$ cat src/sse_pkg.sv
// Shared types, widths and constants of the spline segment evaluator.
package sse_pkg;

	localparam int COORD_WIDTH     = 32;
	localparam int FRAC_BITS       = 16;
	localparam int BLEND_FRAC_BITS = 16;

	localparam int BLEND_W = BLEND_FRAC_BITS + 1;
	localparam int WIDE_W  = COORD_WIDTH + 6;
	localparam int PROD_W  = WIDE_W + BLEND_W + 1;

	localparam logic [BLEND_W-1:0] BLEND_ONE = BLEND_W'(1) << BLEND_FRAC_BITS;

	localparam logic signed [COORD_WIDTH-1:0] COORD_MAX = {1'b0, {(COORD_WIDTH-1){1'b1}}};
	localparam logic signed [COORD_WIDTH-1:0] COORD_MIN = {1'b1, {(COORD_WIDTH-1){1'b0}}};

	// angle reduction: whole degrees reduced by reciprocal multiply
	localparam int DEG_FULL_INT = 360;
	localparam int DEG_HALF_INT = 180;
	localparam int MAG_W        = COORD_WIDTH + 1;
	localparam int INT_W        = MAG_W - FRAC_BITS;
	localparam int RECIP_SH     = INT_W + 8;
	localparam int QE_W         = 2 * INT_W;
	localparam int Q_W          = QE_W - RECIP_SH;
	localparam int REM_W        = 10;
	localparam int DEG_INT_W    = 9;
	localparam int DEG_W        = DEG_INT_W + FRAC_BITS;
	localparam logic [INT_W-1:0] RECIP =
		INT_W'((64'd1 << RECIP_SH) / 64'd360);
	localparam logic [DEG_W-1:0] DEG_HALF = DEG_W'(DEG_HALF_INT) << FRAC_BITS;

	localparam int LATENCY = 11;

	typedef enum logic [1:0] {
		MODE_LINEAR  = 2'd0,
		MODE_BEZIER  = 2'd1,
		MODE_HERMITE = 2'd2,
		MODE_EULER   = 2'd3
	} mode_t;

	typedef struct packed {
		logic [BLEND_W-1:0]            blend_position;
		logic signed [COORD_WIDTH-1:0] point_a;
		logic signed [COORD_WIDTH-1:0] point_b;
		logic signed [COORD_WIDTH-1:0] point_c;
		logic signed [COORD_WIDTH-1:0] point_d;
	} in_item_t;

	typedef struct packed {
		logic signed [COORD_WIDTH-1:0] curve_value;
		logic                          saturated;
	} out_item_t;

	typedef struct packed {
		logic             neg;
		logic [DEG_W-1:0] mag;
	} euler_dist_t;

endpackage

$ cat src/sse_scale_lane.sv
// One blend lane: base + delta * u, rounded half away from zero, two stages.
module sse_scale_lane
	import sse_pkg::*;
(
	input  logic                     clk,
	input  logic signed [WIDE_W-1:0] base,
	input  logic signed [WIDE_W-1:0] delta,
	input  logic [BLEND_W-1:0]       blend,
	output logic signed [WIDE_W-1:0] value
);

	localparam logic signed [PROD_W-1:0] HALF = PROD_W'(1) << (BLEND_FRAC_BITS - 1);

	logic signed [PROD_W-1:0] prod_s1;
	logic signed [WIDE_W-1:0] base_s1;
	logic signed [PROD_W-1:0] bias;
	logic signed [PROD_W-1:0] biased;
	logic signed [PROD_W-1:0] shifted;
	logic signed [WIDE_W-1:0] value_s2;

	always_ff @(posedge clk) begin
		prod_s1 <= delta * $signed({1'b0, blend});
		base_s1 <= base;
	end

	// negative products round with one less bias, so ties go away from zero
	always_comb begin
		bias    = prod_s1[PROD_W-1] ? HALF - PROD_W'(1) : HALF;
		biased  = prod_s1 + bias;
		shifted = biased >>> BLEND_FRAC_BITS;
	end

	always_ff @(posedge clk) begin
		value_s2 <= base_s1 + shifted[WIDE_W-1:0];
	end

	assign value = value_s2;

endmodule

$ cat config.mk
export PLATFORM = sky130hd
export DESIGN_NAME = sse_scale_lane
export DESIGN_NICKNAME = d
export VERILOG_FILES = /design/src/sse_pkg.sv /design/src/sse_scale_lane.sv
export SDC_FILE = /design/constraint.sdc
export NUM_CORES = 2
export LEC_CHECK = 0
export ABC_AREA = 0
export BUFFER_PORTS_ARGS = -buffer_cell sky130_fd_sc_hd__buf_2
export CELL_PAD_IN_SITES_DETAIL_PLACEMENT = 0
export CELL_PAD_IN_SITES_GLOBAL_PLACEMENT = 1
export CORE_AREA = 2 2 239 241
export CTS_CLUSTER_DIAMETER = 100
export DETAILED_ROUTE_END_ITERATION = 10
export DIE_AREA = 0 0 241 243
export GPL_TIMING_DRIVEN = 0
export PLACE_DENSITY_LB_ADDON = 0.1
export SLEW_MARGIN = 20
export SYNTH_ARGS = -nofsm -noshare
export SYNTH_HDL_FRONTEND = slang
export SYNTH_SLANG_ARGS = --single-unit
$ cat constraint.sdc
create_clock -name clk -period 8.3 [get_ports clk]
set_input_delay 1.66 -clock clk [delete_from_list [all_inputs] [get_ports clk]]
set_output_delay 1.66 -clock clk [all_outputs]
set_load 0.05 [all_outputs]
==> metrics.md <==
| Metric | Value |
|---|---|
| Outcome | `complete, no violations` |
| Ports | `132` |
| Nets | `4112` |
| Largest net degree at the start of global routing | `18` |
| Cell taking the most area after synthesis | `fa_1` |
| Yosys warns | `0` |
| Sequential Area | `2620 um2` |
| Worst-path clk slew | `0.06 ns` |
| DR WL/cell | `20.5 um` |
| Multi-input gate area | `22100 um2` |
| # clock sinks | `131` |
| Post-synth top cells | `703 x inv_1, 612 x fa_1, 443 x nand2_1` |
| CP required | `8.59 ns` |
| Top-area cell type share of the netlist area | `44.1%` |
| Hold-fix buffer count after cts | `0` |
| Main combinational cell family by area after synthesis | `adder cells` |
| Initial antenna violation count | `3` |
| EDFF count, synth | `0` |
| Post-layout min period | `8.16 ns` |
| Die ar. | `58600 um2` |
| Post-Synth Simple-Gate Area | `15.9%` |
| First-pass GRT wire length | `128000 um` |
| Number of global-route vias before repair | `22300` |
| TritonCTS clock tree | `done` |
| WHS | `0.456 ns` |
| Synth top area cells | `fa_1 44%, inv_1 9.5%, dfxtp_1 9.4%, ha_1 8.2%, and2_1 6.3%` |
| Die Height | `243 um` |
| Worst-Skew Late Latency | `0.42 ns` |
| Longest Clk Path Bufs | `2` |
| Antenna viol nets, final | `0` |
| Vias per cell | `5.23` |
| Drt total wl | `81800 um` |
| Area delta synth->final | `8.27%` |
| Reg2Reg Setup Slack | `2.37 ns` |
| Dpl ws | `-1.73 ns` |
| Hold Crit Depth | `1` |
| Post-synthesis cell area | `27800 um2` |
| Grt ovf | `0` |
| Multiplexer share of the synthesized area | `0.0721%` |
| FMAX | `123 MHz` |
| Share of cells above drive strength 1 | `7.14%` |
| Clk_skew | `0.00636 ns` |
| Post-synthesis sequential area ratio | `9.44%` |
| Post-synthesis cell type count | `68` |
| CP Capture Type | `flop` |
| Reg2Reg Depth | `19` |
| DRC | `0` |
| Post-CTS setup buffer count | `0` |
| Slew @ Worst Pin | `1.13 ns` |
| Crit share post-route | `98.3%` |
| Routability cong. | `0.927` |
| H-tree Lvls | `4` |
| Filler Cell Count | `5342` |
| Diode count | `0` |
| # rows | `87` |
| Post-synthesis sequential element count | `131` |
| CP startpoint kind | `input port` |
| Final setup fails | `0` |
| TritonCTS Buffers | `17` |
| Top-count cell post-synth | `inv_1` |
| Max-cap violations | `0` |
| Critical-path maximum fanout | `10` |
| Prevailing post-synth register cell | `dfxtp_1` |
| Root Buffer | `clkbuf_16` |
| Starting density of the core | `49.6%` |
| Pre-antenna DRT Iters | `5` |
| Drt initial violations | `1384` |
| Die W | `241 um` |
| FFs w/ async S/R, synth | `0%` |
| HPWL after detailed placement | `68700 um` |
| WP data arrival | `8.45 ns` |
| Global Route Usage Sum | `29.2%` |
| Cells after synthesis | `3097` |
| Max Slew Vio Count | `0` |
| IO Port Bufs | `114` |
| Final hold vios | `0` |
| Post-Synth Adder-Cell Area | `52.3%` |
| Routed via count | `20900` |
| Mapped Nets | `3985` |
| XOR/XNOR share of the synthesized area | `3.71%` |
| Synth Area in Compound Gates | `7.20%` |
| Worst Hold Class | `reg -> reg` |
| Worst setup path category | `in -> reg` |
| Slew margin rel. | `24.8%` |
| Final setup margin | `0.137 ns` |
| Mean post-synth cell area | `8.97 um2` |
| CORE AREA | `56000 um2` |
logic make-up after synthesis:
kind of cell,count (synthesis)
XOR/XNOR,116
adder cells (fa/ha/maj),794
multiplexers,2
flip-flops,131
AND/OR/NAND/NOR,915
buffers and inverters,832
AO/OA/AOI/OAI,307
routing by layer:
| metal | global-route usage, % | part of all wire [%] |
|---|---|---|
| met5 | 0 | 0 |
| met4 | 12.7 | 4.9 |
| met3 | 5.73 | 8.3 |
| met2 | 44.6 | 44 |
| met1 | 40.3 | 43 |
sequential cells by signal, indices dropped and copies added (netlist names):
| register | flops |
|---|---|
| prod_s1 | 55 |
| base_s1 | 38 |
| value | 38 |
metrics by stage:
stage	std cells	cell area, um2	util, %	TNS [ns]
after floorplan	3097	27800	-	0
after global placement	3967	29300	52.4	-24.95
after detailed placement	3967	29300	52.4	-20.66
after CTS	3994	30000	53.7	0
after global routing	3993	30100	53.8	-0.0133
final	3993	30100	53.8	0
path summary, 6_finish.rpt:
kind	from	to
hold / removal	base_s1[0]$_DFF_P_	value[0]$_DFF_P_
setup / recovery	blend[9]	prod_s1[55]$_DFF_P_
setup reg to reg	prod_s1[55]$_DFF_P_	value[34]$_DFF_P_
hold reg to reg	base_s1[0]$_DFF_P_	value[0]$_DFF_P_
cell type report:
cell class	count	area share [%]
buffer	123	2.04
clock buffer	18	1.43
clock inverter	14	0.674
inverter	703	8.77
multi-input combinational	2134	73.3
sequential	131	8.72
tap	756	3.14
timing repair buffer	114	1.90
cell usage in the layout (no fill, tap or decap), types with 6 or more instances in the layout:
cell type	n
inv_1	703
fa_1	612
nand2_1	443
and2_1	279
ha_1	182
dfxtp_1	131
buf_2	118
a21oi_1	99
xnor2_1	78
nor2_1	66
clkbuf_1	61
o21ai_0	58
a21o_1	43
clkbuf_2	42
xor2_1	36
nand3_1	30
clkbuf_16	17
and3_1	15
nor3_1	15
o21a_1	14
nand4_1	14
o21bai_1	11
nor2b_1	11
a211oi_1	11
o211ai_1	11
clkbuf_4	10
nand2b_1	10
a31oi_1	7
and4_1	6
worst max-delay path, stage by stage:
cell	delay [ns]
clkbuf_4	0.31
clkbuf_4	0.33
nand2_1	0.16
fa_1	0.56
inv_1	0.05
fa_1	0.47
fa_1	0.58
fa_1	0.45
fa_1	0.49
inv_1	0.05
fa_1	0.59
inv_1	0.07
ha_1	0.42
nand2_1	0.20
nor4_4	0.40
nand3_1	0.14
a211oi_2	0.24
o21ai_0	0.19
o31ai_2	0.37
o211ai_1	0.22
a31oi_2	0.23
xnor2_2	0.22
timing repair:
action	CTS	global route
pin swaps	0	1
hold endpoints to repair	0	0
endpoints found under the setup margin	21	6
resized for setup	71	19
Power is left out: the tool's default activity adds up to more than one toggle a clock period on the data nets, which glitch-free logic cannot reach.
