## config.mk

```make
export PLATFORM = sky130hd
export DESIGN_NAME = sse_euler_dist
export DESIGN_NICKNAME = d
export VERILOG_FILES = /design/src/sse_pkg.sv /design/src/sse_euler_dist.sv
export SDC_FILE = /design/constraint.sdc
export NUM_CORES = 1
export LEC_CHECK = 0
export BUFFER_PORTS_ARGS = -buffer_cell sky130_fd_sc_hd__buf_2
export CORE_MARGIN = 2
export CORE_UTILIZATION = 35
export CTS_BUF_LIST = sky130_fd_sc_hd__clkbuf_8
export DETAILED_ROUTE_END_ITERATION = 12
export GPL_TIMING_DRIVEN = 0
export PLACE_DENSITY_LB_ADDON = 0.15
export SETUP_SLACK_MARGIN = 0.3
export SLEW_MARGIN = 20
export SYNTH_ARGS = -nofsm -noshare
export SYNTH_HDL_FRONTEND = slang
export SYNTH_SLANG_ARGS = --single-unit
```

## constraint.sdc

```tcl
create_clock -name clk -period 5.4 [get_ports clk]
set_input_delay 0.27 -clock clk [delete_from_list [all_inputs] [get_ports clk]]
set_output_delay 0.27 -clock clk [all_outputs]
set_load 0.005 [all_outputs]
```

## src/sse_pkg.sv

```systemverilog
// Shared types, widths and constants of the spline segment evaluator.
package sse_pkg;

	localparam int COORD_WIDTH     = 32;
	localparam int FRAC_BITS       = 16;
	localparam int BLEND_FRAC_BITS = 16;

	localparam int BLEND_W = BLEND_FRAC_BITS + 1;
	localparam int WIDE_W  = COORD_WIDTH + 6;
	localparam int PROD_W  = WIDE_W + BLEND_W + 1;

	localparam logic [BLEND_W-1:0] BLEND_ONE = BLEND_W'(1) << BLEND_FRAC_BITS;

	localparam logic signed [COORD_WIDTH-1:0] COORD_MAX = {1'b0, {(COORD_WIDTH-1){1'b1}}};
	localparam logic signed [COORD_WIDTH-1:0] COORD_MIN = {1'b1, {(COORD_WIDTH-1){1'b0}}};

	// angle reduction: whole degrees reduced by reciprocal multiply
	localparam int DEG_FULL_INT = 360;
	localparam int DEG_HALF_INT = 180;
	localparam int MAG_W        = COORD_WIDTH + 1;
	localparam int INT_W        = MAG_W - FRAC_BITS;
	localparam int RECIP_SH     = INT_W + 8;
	localparam int QE_W         = 2 * INT_W;
	localparam int Q_W          = QE_W - RECIP_SH;
	localparam int REM_W        = 10;
	localparam int DEG_INT_W    = 9;
	localparam int DEG_W        = DEG_INT_W + FRAC_BITS;
	localparam logic [INT_W-1:0] RECIP =
		INT_W'((64'd1 << RECIP_SH) / 64'd360);
	localparam logic [DEG_W-1:0] DEG_HALF = DEG_W'(DEG_HALF_INT) << FRAC_BITS;

	localparam int LATENCY = 11;

	typedef enum logic [1:0] {
		MODE_LINEAR  = 2'd0,
		MODE_BEZIER  = 2'd1,
		MODE_HERMITE = 2'd2,
		MODE_EULER   = 2'd3
	} mode_t;

	typedef struct packed {
		logic [BLEND_W-1:0]            blend_position;
		logic signed [COORD_WIDTH-1:0] point_a;
		logic signed [COORD_WIDTH-1:0] point_b;
		logic signed [COORD_WIDTH-1:0] point_c;
		logic signed [COORD_WIDTH-1:0] point_d;
	} in_item_t;

	typedef struct packed {
		logic signed [COORD_WIDTH-1:0] curve_value;
		logic                          saturated;
	} out_item_t;

	typedef struct packed {
		logic             neg;
		logic [DEG_W-1:0] mag;
	} euler_dist_t;

endpackage

```

## src/sse_euler_dist.sv

```systemverilog
// Shortest-path angle distance: |a - d| mod 360, folded to [0,180], six stages.
module sse_euler_dist
	import sse_pkg::*;
(
	input  logic                     clk,
	input  logic signed [WIDE_W-1:0] diff,
	output euler_dist_t              angle_dist
);

	logic [WIDE_W-1:0]     mag_full;
	logic                  pos_s2, pos_s3, pos_s4, pos_s5, pos_s6;
	logic [INT_W-1:0]      int_s2, int_s3;
	logic [FRAC_BITS-1:0]  frac_s2, frac_s3, frac_s4;
	logic [QE_W-1:0]       qe_s3;
	logic [Q_W-1:0]        quot;
	logic [INT_W-1:0]      quot_x;
	logic [INT_W-1:0]      rem_full;
	logic [REM_W-1:0]      rem_s4;
	logic [REM_W-1:0]      rem_adj;
	logic [DEG_W-1:0]      m_s5;
	logic signed [DEG_W:0] off_s6;
	logic [DEG_W:0]        off_abs;
	euler_dist_t           dist_s7;

	assign mag_full = diff[WIDE_W-1] ? WIDE_W'(-diff) : WIDE_W'(diff);

	always_ff @(posedge clk) begin
		pos_s2  <= !diff[WIDE_W-1] && (diff != '0);
		int_s2  <= mag_full[MAG_W-1:FRAC_BITS];
		frac_s2 <= mag_full[FRAC_BITS-1:0];
	end

	// quotient estimate by reciprocal, low by at most one
	always_ff @(posedge clk) begin
		qe_s3   <= QE_W'(int_s2) * QE_W'(RECIP);
		int_s3  <= int_s2;
		frac_s3 <= frac_s2;
		pos_s3  <= pos_s2;
	end

	always_comb begin
		quot     = qe_s3[QE_W-1:RECIP_SH];
		quot_x   = INT_W'(quot) * INT_W'(DEG_FULL_INT);
		rem_full = int_s3 - quot_x;
	end

	always_ff @(posedge clk) begin
		rem_s4  <= rem_full[REM_W-1:0];
		frac_s4 <= frac_s3;
		pos_s4  <= pos_s3;
	end

	assign rem_adj = (rem_s4 >= REM_W'(DEG_FULL_INT)) ?
		rem_s4 - REM_W'(DEG_FULL_INT) : rem_s4;

	always_ff @(posedge clk) begin
		m_s5   <= {rem_adj[DEG_INT_W-1:0], frac_s4};
		pos_s5 <= pos_s4;
	end

	always_ff @(posedge clk) begin
		off_s6 <= $signed({1'b0, m_s5}) - $signed({1'b0, DEG_HALF});
		pos_s6 <= pos_s5;
	end

	assign off_abs = off_s6[DEG_W] ? (DEG_W+1)'(-off_s6) : (DEG_W+1)'(off_s6);

	always_ff @(posedge clk) begin
		dist_s7.mag <= DEG_HALF - off_abs[DEG_W-1:0];
		dist_s7.neg <= pos_s6;
	end

	assign angle_dist = dist_s7;

endmodule

```

==> results.cfg <==
[synth]
syn_nets = 1251
yosys_warnings = 0
yosysTopAreaCell = dfxtp_1
synthDominantCellAreaShare_pct = 34.2
ys_seq_area_share_pct = 34.2
synthTopCellsByArea = dfxtp_1 (34%), ha_1 (15%), fa_1 (15%)
synth_edf_count = 0
ys_ff_latch = 174
synth-async-reset-ratio_pct = 0
syn_avg_cell_area_um2 = 10.1
netlist_instances = 1008
synthFlopType = dfxtp_1
synth_cell_types = 63
netlist_area_um2 = 10200

[placement]
dp_hpwl_um = 16300
port_buffers = 63
place_ws_ns = -0.367
place_congestion = 0.863
dpl.cell_count = 1455

[finish]
nets = 1355
syn_to_final_growth_pct = 16.1
antenna_cells = 0
final_util_pct = 41.2
fin_cells = 1509
layout-drive-gt1-share_pct = 15.6

[sta]
finalSetupViolCount = 0
timing.final.hold_violations = 0
setup_ws_ns = 0.488
min_period_over_period_pct = 91.0
fmax_mhz = 204
fin_skew_ns = 0.0199
rsz0062_at_grt = no
maxSlewViolCount = 0
min_period_ns = 4.91
slew_headroom_pct = 49.9
worst_pin_slew_ns = 0.742

[power_and_ir_drop]
cellPowerDensity_nw_per_um2 = 677
p_leak_nw = 5.47
worst_ir_drop_vdd_uv = 926

[clocking]
cts_max_path_buffers = 2
cts-root-buf = clkbuf_8
clk_latency_ns = 0.45
cts_tree = built
htreeDepth = 4
path_clk_slew_ns = 0.10
cts.sinks = 174
cts_made_buffers = 17

[global_routing]
grt_max_degree = 19
grt_pass1_wl_um = 33300
overflow = 0
grt_pass1_vias = 6601
antenna_found_initial = 0
grt_use_total_pct = 13.7

[run]
cap_violations = 0

[min_path]
hold_class = input port to flop

[route]
drt_iter0_markers = 246
vias_per_cell = 4.39
vias = 6629
drc = 0
drt-total-wl_um = 19800
dr.pass1.iters = 4
wl_per_cell_um = 13.1
postRouteAntennaNets = 0

[setup_path]
start_kind = flop
path_max_fanout = 4
path_class = flop to flop
cp_cell_sequence = ha_4 > fa_1 > inv_2 > fa_1 > fa_1 > inv_1 > fa_1 > inv_2 > fa_1 > inv_1 > ha_1 > nand2_2 > nor3_2 > nor3_2 > buf_4 > nand4_1 > a31oi_2 > nand2b_4 > a21oi_2
max_stage_delay_ns = 0.53
cpMostUsedCell = fa_1
critPathSlowestCell = fa_1
crit_path_end_kind = flop
arrival_ns = 5.27
cp.required_ns = 5.76

[die]
core-area_um2 = 28700
dieArea_um2 = 30500
start_util_pct = 35.5
io_pins = 65
die_y_um = 175
row_count = 62
dieWidth_um = 175

[status]
run_status = complete, no violations
==> routing by layer <==
metal  share of wire [%]  track usage [%]
met5                   0                0
met4                0.95             3.33
met3                 2.1             2.72
met2                  51             24.3
met1                  46             17.2
==> cells in the final DEF (no fill, tap or decap), drive strengths merged, types with 2 or more instances in the layout <==
cell type    synthesis  final
a211oi               5      5
nor4b                3      3
o211ai               3      3
buf                  7     82
nand2b              10     10
nand2               46     46
a21o                 5      5
dlygate4sd3          0     10
a311oi               2      2
o21ai               24     24
or4b                 2      2
a21oi               31     31
inv                198    204
o32ai                2      2
o41ai                9      9
a311o                2      2
or3                 14     14
o31ai               12     12
nand4                6      6
o22ai                3      3
or2                  7      7
a41oi                5      5
ha                 126    126
clkbuf              11     29
fa                  78     78
xor2                29     29
xnor2               73     73
dfxtp              174    174
nor2b                7      7
a31oi                5      5
and3                 3      3
mux2i                3      3
and2                 5      5
nand3               12     12
nor4                11     11
clkinv               0      7
or4                  2      2
nor3                21     21
nor2                37     37
==> sequential cells by signal, summed over array words and instances (netlist names), 7 cells and up <==
register	count
int_s3	10
qe_s3	7
frac_s2	16
int_s2	17
rem_s4	10
off_s6	26
m_s5	25
frac_s4	16
frac_s3	16
angle_dist	26
==> critical path: cells and delay by family (launching register included) <==
family / cells / cell delay (ns)
fa+ha+maj: 7 / 3.07
simple gates: 5 / 0.67
flops: 1 / 0.42
buf+inv: 5 / 0.34
compound gates: 2 / 0.31
==> path summary, 6_finish.rpt <==
path / startpoint / endpoint / slack (ns) / depth (start not counted)
max: int_s2[6]$_DFF_P_ / qe_s3[29]$_DFF_P_ / 0.49 / 19
min reg2reg: frac_s4[2]$_DFF_P_ / m_s5[2]$_DFF_P_ / 0.31 / 0
max reg2reg: int_s2[6]$_DFF_P_ / qe_s3[29]$_DFF_P_ / 0.49 / 19
min: diff[22] / int_s2[6]$_DFF_P_ / 0.05 / 2
==> report_power, final <==
part           switching [mW]  internal (mW)
registers               0.160           1.64
clock network           0.516          0.403
logic                    2.86           2.44
total                    3.53           4.48
==> per-stage QoR <==
stage,setup TNS (ns),area [um2],hold slack (ns),power [mW]
after floorplan,0,10200,0.298,5.59
after global placement,-2.19,11000,0.309,6.67
after detailed placement,-1.84,11000,0.312,6.68
after CTS,0,11700,0.00262,7.88
after global routing,0,11800,0.00620,9.09
final,0,11800,0.0499,8.02
==> cells in the mapped netlist (10+ instances only) <==
cell type,number
fa_1,78
nor3_1,20
nand3_1,12
xor2_1,29
ha_1,126
xnor2_1,73
dfxtp_1,174
or3_1,14
nand2_1,46
clkbuf_1,11
o31ai_1,11
a21oi_1,31
o21ai_0,23
nor2_1,37
nand2b_1,10
inv_1,198
==> cells by family (layout without fill, tap and decap cells) <==
kind of cell             count (synthesis)  count (layout)  synth area share (%)
AO/OA/AOI/OAI                          119             119                  7.77
XOR/XNOR                               102             102                  8.77
adder cells (fa/ha/maj)                204             204                  30.8
buffers and inverters                  216             333                  8.19
flip-flops                             174             174                  34.2
multiplexers                             4               4                 0.405
AND/OR/NAND/NOR                        189             189                  9.90
==> layout make-up <==
| cell class | instances | area (um2) |
|---|---|---|
| inverter | 198 | 746 |
| buffer | 18 | 91.3 |
| clock buffer | 18 | 248 |
| fill | 2852 | 16900 |
| tap | 384 | 480 |
| timing repair buffer | 85 | 505 |
| sequential | 174 | 3520 |
| multi-input combinational | 618 | 6070 |
| clock inverter | 14 | 171 |
==> timing repair <==
action / 4_1_cts / 5_1_grt
hold endpoints to repair: 8 / 2
buffers inserted: 10 / 2
hold buffers: 8 / 2
pin swaps: 10 / 28
gates resized for setup: 31 / 24
endpoints found under the setup margin: 7 / 6
Note: power is estimated with default switching activity, not from simulation.
